===== config.mk =====
export PLATFORM = sky130hd
export DESIGN_NAME = mmm_div
export DESIGN_NICKNAME = d
export VERILOG_FILES = /design/src/mmm_div.sv
export SDC_FILE = /design/constraint.sdc
export NUM_CORES = 2
export LEC_CHECK = 0
export BUFFER_PORTS_ARGS = -buffer_cell sky130_fd_sc_hd__buf_4
export CAP_MARGIN = 10
export CORE_UTILIZATION = 65
export CTS_BUF_LIST = sky130_fd_sc_hd__clkbuf_8
export DETAILED_ROUTE_END_ITERATION = 6
export GPL_TIMING_DRIVEN = 0
export PLACE_DENSITY = 0.82
export SYNTH_ARGS = -nofsm -noshare
export SYNTH_HDL_FRONTEND = slang
export SYNTH_SLANG_ARGS = --single-unit

===== constraint.sdc =====
create_clock -name clk -period 3.9 [get_ports clk]
set_input_delay 0.195 -clock clk [delete_from_list [all_inputs] [get_ports clk]]
set_output_delay 0.195 -clock clk [all_outputs]
set_load 0.01 [all_outputs]

===== src/mmm_div.sv =====
// Pipelined restoring divider, one quotient bit per register stage.
// Self-contained; used by the motor mixer top level.
module mmm_div #(
    parameter int DW = 23,
    parameter int QW = 22
) (
    input  logic          clk,
    input  logic          en,
    input  logic [DW-1:0] rem_in,
    input  logic [QW-1:0] low_in,
    input  logic [DW-1:0] den_in,
    output logic [QW-1:0] quo
);

    logic [DW-1:0] rem_reg  [QW];
    logic [QW-1:0] low_reg  [QW];
    logic [DW-1:0] den_reg  [QW];
    logic [QW-1:0] quo_reg  [QW];
    logic [DW-1:0] rem_next [QW];
    logic [QW-1:0] low_next [QW];
    logic [DW-1:0] den_next [QW];
    logic [QW-1:0] quo_next [QW];

    always_comb
    begin
        logic [DW:0]   trial;
        logic [DW-1:0] r_src;
        logic [DW-1:0] d_src;
        logic [QW-1:0] l_src;
        logic [QW-1:0] q_src;
        for (int k = 0; k < QW; k++)
        begin
            if (k == 0)
            begin
                r_src = rem_in;
                d_src = den_in;
                l_src = low_in;
                q_src = '0;
            end
            else
            begin
                r_src = rem_reg[k-1];
                d_src = den_reg[k-1];
                l_src = low_reg[k-1];
                q_src = quo_reg[k-1];
            end
            trial = {r_src, l_src[QW-1]};
            // subtract when the trial remainder covers the divisor
            if (trial >= {1'b0, d_src})
            begin
                rem_next[k] = DW'(trial - {1'b0, d_src});
                quo_next[k] = {q_src[QW-2:0], 1'b1};
            end
            else
            begin
                rem_next[k] = trial[DW-1:0];
                quo_next[k] = {q_src[QW-2:0], 1'b0};
            end
            low_next[k] = {l_src[QW-2:0], 1'b0};
            den_next[k] = d_src;
        end
    end

    always_ff @(posedge clk)
    begin
        if (en)
        begin
            for (int k = 0; k < QW; k++)
            begin
                rem_reg[k] <= rem_next[k];
                low_reg[k] <= low_next[k];
                den_reg[k] <= den_next[k];
                quo_reg[k] <= quo_next[k];
            end
        end
    end

    assign quo = quo_reg[QW-1];

endmodule


# ---- After elaboration in Yosys (flattened, before gate mapping)
# Memories as Yosys holds them, arrays and structs flattened.
# Index checks and enable logic that the tools add are counted.
dict set report totals {
  elab_cells 94
  ramBits 1958
  regBits 0
  mem_count 4
}
# memory words width rd rd_clocked_by_memory_dff wr line
set mem_list {}
lappend mem_list {den_reg 22 23 21 0 22 17} ;# logic [DW-1:0] den_reg [QW];
lappend mem_list {rem_reg 22 23 21 0 22 15} ;# logic [DW-1:0] rem_reg [QW];
lappend mem_list {quo_reg 22 22 22 0 22 18} ;# logic [QW-1:0] quo_reg [QW];
lappend mem_list {low_reg 22 21 21 0 22 16} ;# logic [QW-1:0] low_reg [QW];
dict set report op_classes {
  add_sub_neg 22
  n_mux 46
  n_lt_le_gt_ge 22
}
# operator n
set op_table {}
lappend op_table {{24-bit by 23-bit greater-or-equal comparator with 1-bit output} 22}
lappend op_table {{23-bit two-way mux} 22}
lappend op_table {{23-bit subtractor} 22}
lappend op_table {{1-bit two-way mux} 24}

# ---- Logic depth before layout (Yosys ltp)
# An unclocked memory read counts as a cell.
dict set report depth {
  word_depth 3
  depth_mapped 14
}

# ---- Worst setup path before layout
# No wires, ideal clock.
dict set report synth_timing {
  path_kind {reg2reg}
  start {memory den_reg[0][0]}
  end {memory rem_reg[1][15], in the netlist rem_reg[0][38], data pin}
  setup_ns 0.260
  stages_incl_launch_ff 13
  arrival_ns 3.122
  period_less_slack_ns 3.382
  setup_slack_ns 0.518
  path_cell_list {edfxtp_1 > ha_1 > fa_1 > nor2b_1 > o31a_1 > o41ai_2 > o311ai_0 > o21ai_0 > a21oi_1 > o21ai_1 > a32oi_1 > buf_2 > mux2_2}
}
# item line
set synth_lines {}
lappend synth_lines {{start, declared} 17}
lappend synth_lines {{end, declared} 15}

==> flow_summary_export.csv <==
group,metric,value,unit
clock_network,clk_transition_reported_paths,60,ps
synth,mux_contribution_to_synthesized_area,0.0475,
min_path,min_to,"rem_reg[0][22]",
detailed_routing,routedWlPerCell,19.6,µm
worst_setup_path,path_class,"register to register",
worst_setup_path,worstReg2RegEnd,"rem_reg[0][38]",
grt,grt_max_degree,210,
grt,global_route_wire_length_before_repair,249000,µm
sta,max_freq,263,MHz
finish,area_of_the_multi_input_gates,0.0284,mm²
clock_network,cts_root_cell,"clkbuf_8",
worst_setup_path,ff2ff_setup_slack,100,ps
pwr,combPwrFrac,0.449,
synth,synth-edff-count,1450,
die,die_h,341,µm
grt,antenna_violations_before_repair,3,
synth,ys.flop_type,"edfxtp_1",
finish,register_area,0.0435,mm²
die,placement_rows,123,
sta,final-hold-violation-count,0,
detailed_routing,detailroute.via_count,47900,
grt,globalRouteTotalUtil,0.274,
sta,maxSlewHeadroom,0.290,
clock_network,clk_latency,950,ps
run,maxCapViolations,0,
worst_setup_path,worst-path-max-fanout,10,
clock_network,tritoncts_buffer_count,224,
die,die_w,341,µm
pwr,swShare,0.368,
synth,syn-instance-count,5988,
pwr,power.sequential.fraction,0.365,
synth,post_synth_xor_area_fraction,0.0453,
min_path,worstHoldPathCells,4,
synth,sequential_to_total_area_share_from_yosys_stat,0.584,
sta,layout_worst_path_cycle_share,0.975,
sta,number_of_endpoints_failing_setup_at_the_final_stage,0,
clock_network,cts.htree.levels,4,
worst_setup_path,critPathArrivalTime,4480,ps
finish,ratio_of_cells_with_drive_above_1_in_the_final_layout,0.126,
finish,final_core_util,0.738,
synth,yosys.area_share.adder,0.0905,
finish,layout-area-overhead-vs-synth,11.9,%
worst_setup_path,critPathMostFrequentCell,"buf_4",
sta,timing_max_transition_violations_final,0,
worst_setup_path,delay_contributed_by_the_slowest_stage_of_the_critical_path,420,ps
die,design.die.area,0.116,mm²
min_path,holdCritPathClass,"input port to register",
sta,tightest_slew,1060,ps
pwr,clock_network_fraction_of_total_power,0.186,
min_path,holdCritStartpoint,"rem_in[22]",
synth,synth_top_cell_by_area,"edfxtp_1",
worst_setup_path,stages_on_worst_setup_path,14,
clock_network,cts_tree,"yes",
place,dp.final_hpwl,115000,µm
synth,synth.lib_cells_used.distinct,88,
synth,post-synth-top-area-fraction,0.584,
pwr,static-leakage-power,34.0,nW
die,core_area,0.113,mm²
grt,globalRoute.totalOverflow,0,
synth,post_synthesis_simple_gate_area_fraction,0.0742,
worst_setup_path,crit_chain,"ha_1, fa_1, nor2b_1, o31a_1, buf_4, o41ai_2, o311ai_2, o21ai_0, a21oi_1, o21ai_1, a32oi_4, buf_4, buf_6, mux2_2",
detailed_routing,route.antenna.remaining_nets,0,
detailed_routing,drt_pass1_iterations,6,
detailed_routing,drt_first_iter_violations,3738,
detailed_routing,drt-total-wl,159000,µm
pwr,internal_power,42.4,mW
synth,synth_compound_area_frac,0.120,
sta,fin_skew,45.7,ps
sta,fin_hold_ws,54.5,ps
pwr,power_density,803,mW/mm²
finish,finalNetCount,7050,
synth,syn-cell-area,0.0746,mm²
worst_setup_path,timing.critical_path.buf_inv,3,
die,top_level_ports,92,
detailed_routing,viasPerCell,5.88,
synth,mappedNetlistNets,6585,
die,floorplan.initialDensity,0.660,
synth,synthesis.area_per_instance,12.5,µm²
synth,synth-warning-count,0,
pwr,irDropWorstVdd,532,µV
worst_setup_path,worst-r2r-cell-count,14,
pwr,power.net_switching,24.7,mW
finish,fill_cells,7401,
place,finalWeightedCongestion,0.929,
worst_setup_path,cpLargestDelayFamily,"compound AO/OA/AOI/OAI gates",
detailed_routing,drt_drc,0,
grt,vias_in_the_first_global_route,46800,
synth,ys_seq_elements,1450,
worst_setup_path,cpMaxStageDelayCell,"edfxtp_1",
worst_setup_path,start_kind,"register",
finish,layout_commonest_cell,"edfxtp_1",
sta,post-route-min-period,3800,ps
synth,synth_top_family_by_area,"compound AO/OA/AOI/OAI gates",
status,outcome,"complete, no violations",
synth,fraction_of_registers_with_async_set_or_reset_after_synthesis,0,
clock_network,ctsLongestPathBuffers,3,
worst_setup_path,cp.required,4580,ps
place,placement.io_buffers,91,
worst_setup_path,worstSetupEndpointType,"register",
synth,yosys-top-cells-area,"edfxtp_1, ha_1, mux2_2, inv_1, xnor2_1",
clock_network,cts_num_sinks,1450,
worst_setup_path,r2r_start,"den_reg[0][0]",
finish,most-common-layout-cells,"edfxtp_1, inv_1, ha_1",
final cells by class:
cell class,count,share of cell area
diodes,3,0.0000899
well taps,1500,0.0225
plain buffers,96,0.00580
multi-input cells,3787,0.340
clock buffers,224,0.0369
flip-flops and latches,1450,0.521
clock inverters,184,0.0158
inverters,650,0.0292
repair buffers,244,0.0279
kinds of logic (layout without fill, tap and decap cells):
kind of cell,count (synthesis),after routing
AO/OA/AOI/OAI,1412,1412
XOR/XNOR,386,386
adder cells (fa/ha/maj),527,527
buffers and inverters,751,1398
flip-flops,1450,1450
multiplexers,318,318
other,0,3
AND/OR/NAND/NOR,1144,1144
power by group through the flow:
stage          Combinational [mW]  Clock [mW]  Sequential (mW)
2_1_floorplan                22.1           0             23.7
3_3_place_gp                 28.0           0             25.0
3_5_place_dp                 28.7           0             24.7
6_report                     30.1        12.5             24.5
4_1_cts                      29.4        12.8             24.4
5_1_grt                      33.0        13.4             24.8
metal layers:
metal	global-route usage	vias to the layer above	share of wire	wire length [µm]
met4	0.110	0	0.035	5600
met5	0	-	0	0
li1	-	23100	-	-
met2	0.445	1522	0.47	75300
met1	0.371	22900	0.43	68900
met3	0.0429	349	0.059	9370
how the worst max path moves through the flow:
stage	from	slack, ps	endpoint
after CTS	low_reg[1][146]	0.2	rem_reg[1][166]
after floorplan	den_reg[0][0]	520	rem_reg[0][38]
after detailed placement	den_reg[0][0]	-640	rem_reg[0][29]
after global placement	en	-9640	quo_reg[2][131]
final	den_reg[0][0]	100	rem_reg[0][38]
after global routing	den_reg[0][0]	-50	rem_reg[0][38]
through the flow:
step                      instances  cell area (µm²)  setup WS, ps  total power [mW]  setup TNS (ps)
after floorplan                5988            74600           518              45.8               0
after global placement         7579            77200         -9640              53.0               -
after detailed placement       7587            77400          -638              53.4          -83850
after CTS                      8119            83200         0.224              66.6               0
after global routing           8137            83500         -45.2              71.2            -239
final                          8138            83500          98.7              67.1               0
worst register-to-register path, cell delays in order (launching register included):
cell	delay [ps]
edfxtp_1	420
ha_1	260
fa_1	420
nor2b_1	170
o31a_1	160
buf_4	170
o41ai_2	100
o311ai_2	340
o21ai_0	150
a21oi_1	200
o21ai_1	150
a32oi_4	240
buf_4	180
buf_6	200
mux2_2	380
cells in the mapped netlist, drive strengths merged, types with 47 or more instances:
master  number
edfxtp    1450
inv        650
ha         506
a21oi      436
nor2       328
o21ai      313
nand2      295
mux2       287
xnor2      258
a21o       214
xor2       128
nand4       76
nor2b       72
clkbuf      70
nand3       70
nor3        69
nand2b      65
o21a        62
a211oi      52
o21bai      48
a31oi       47
what timing repair did:
item | CTS | global route
setup endpoints to repair | 274 | 319
pin swaps | 5 | 8
endpoints found under the hold margin | 168 | 0
cloned | 0 | 1
gates resized for setup | 39 | 52
hold buffers | 114 | 0
setup buffers | 12 | 18
Note: power is estimated with default switching activity, not from simulation.
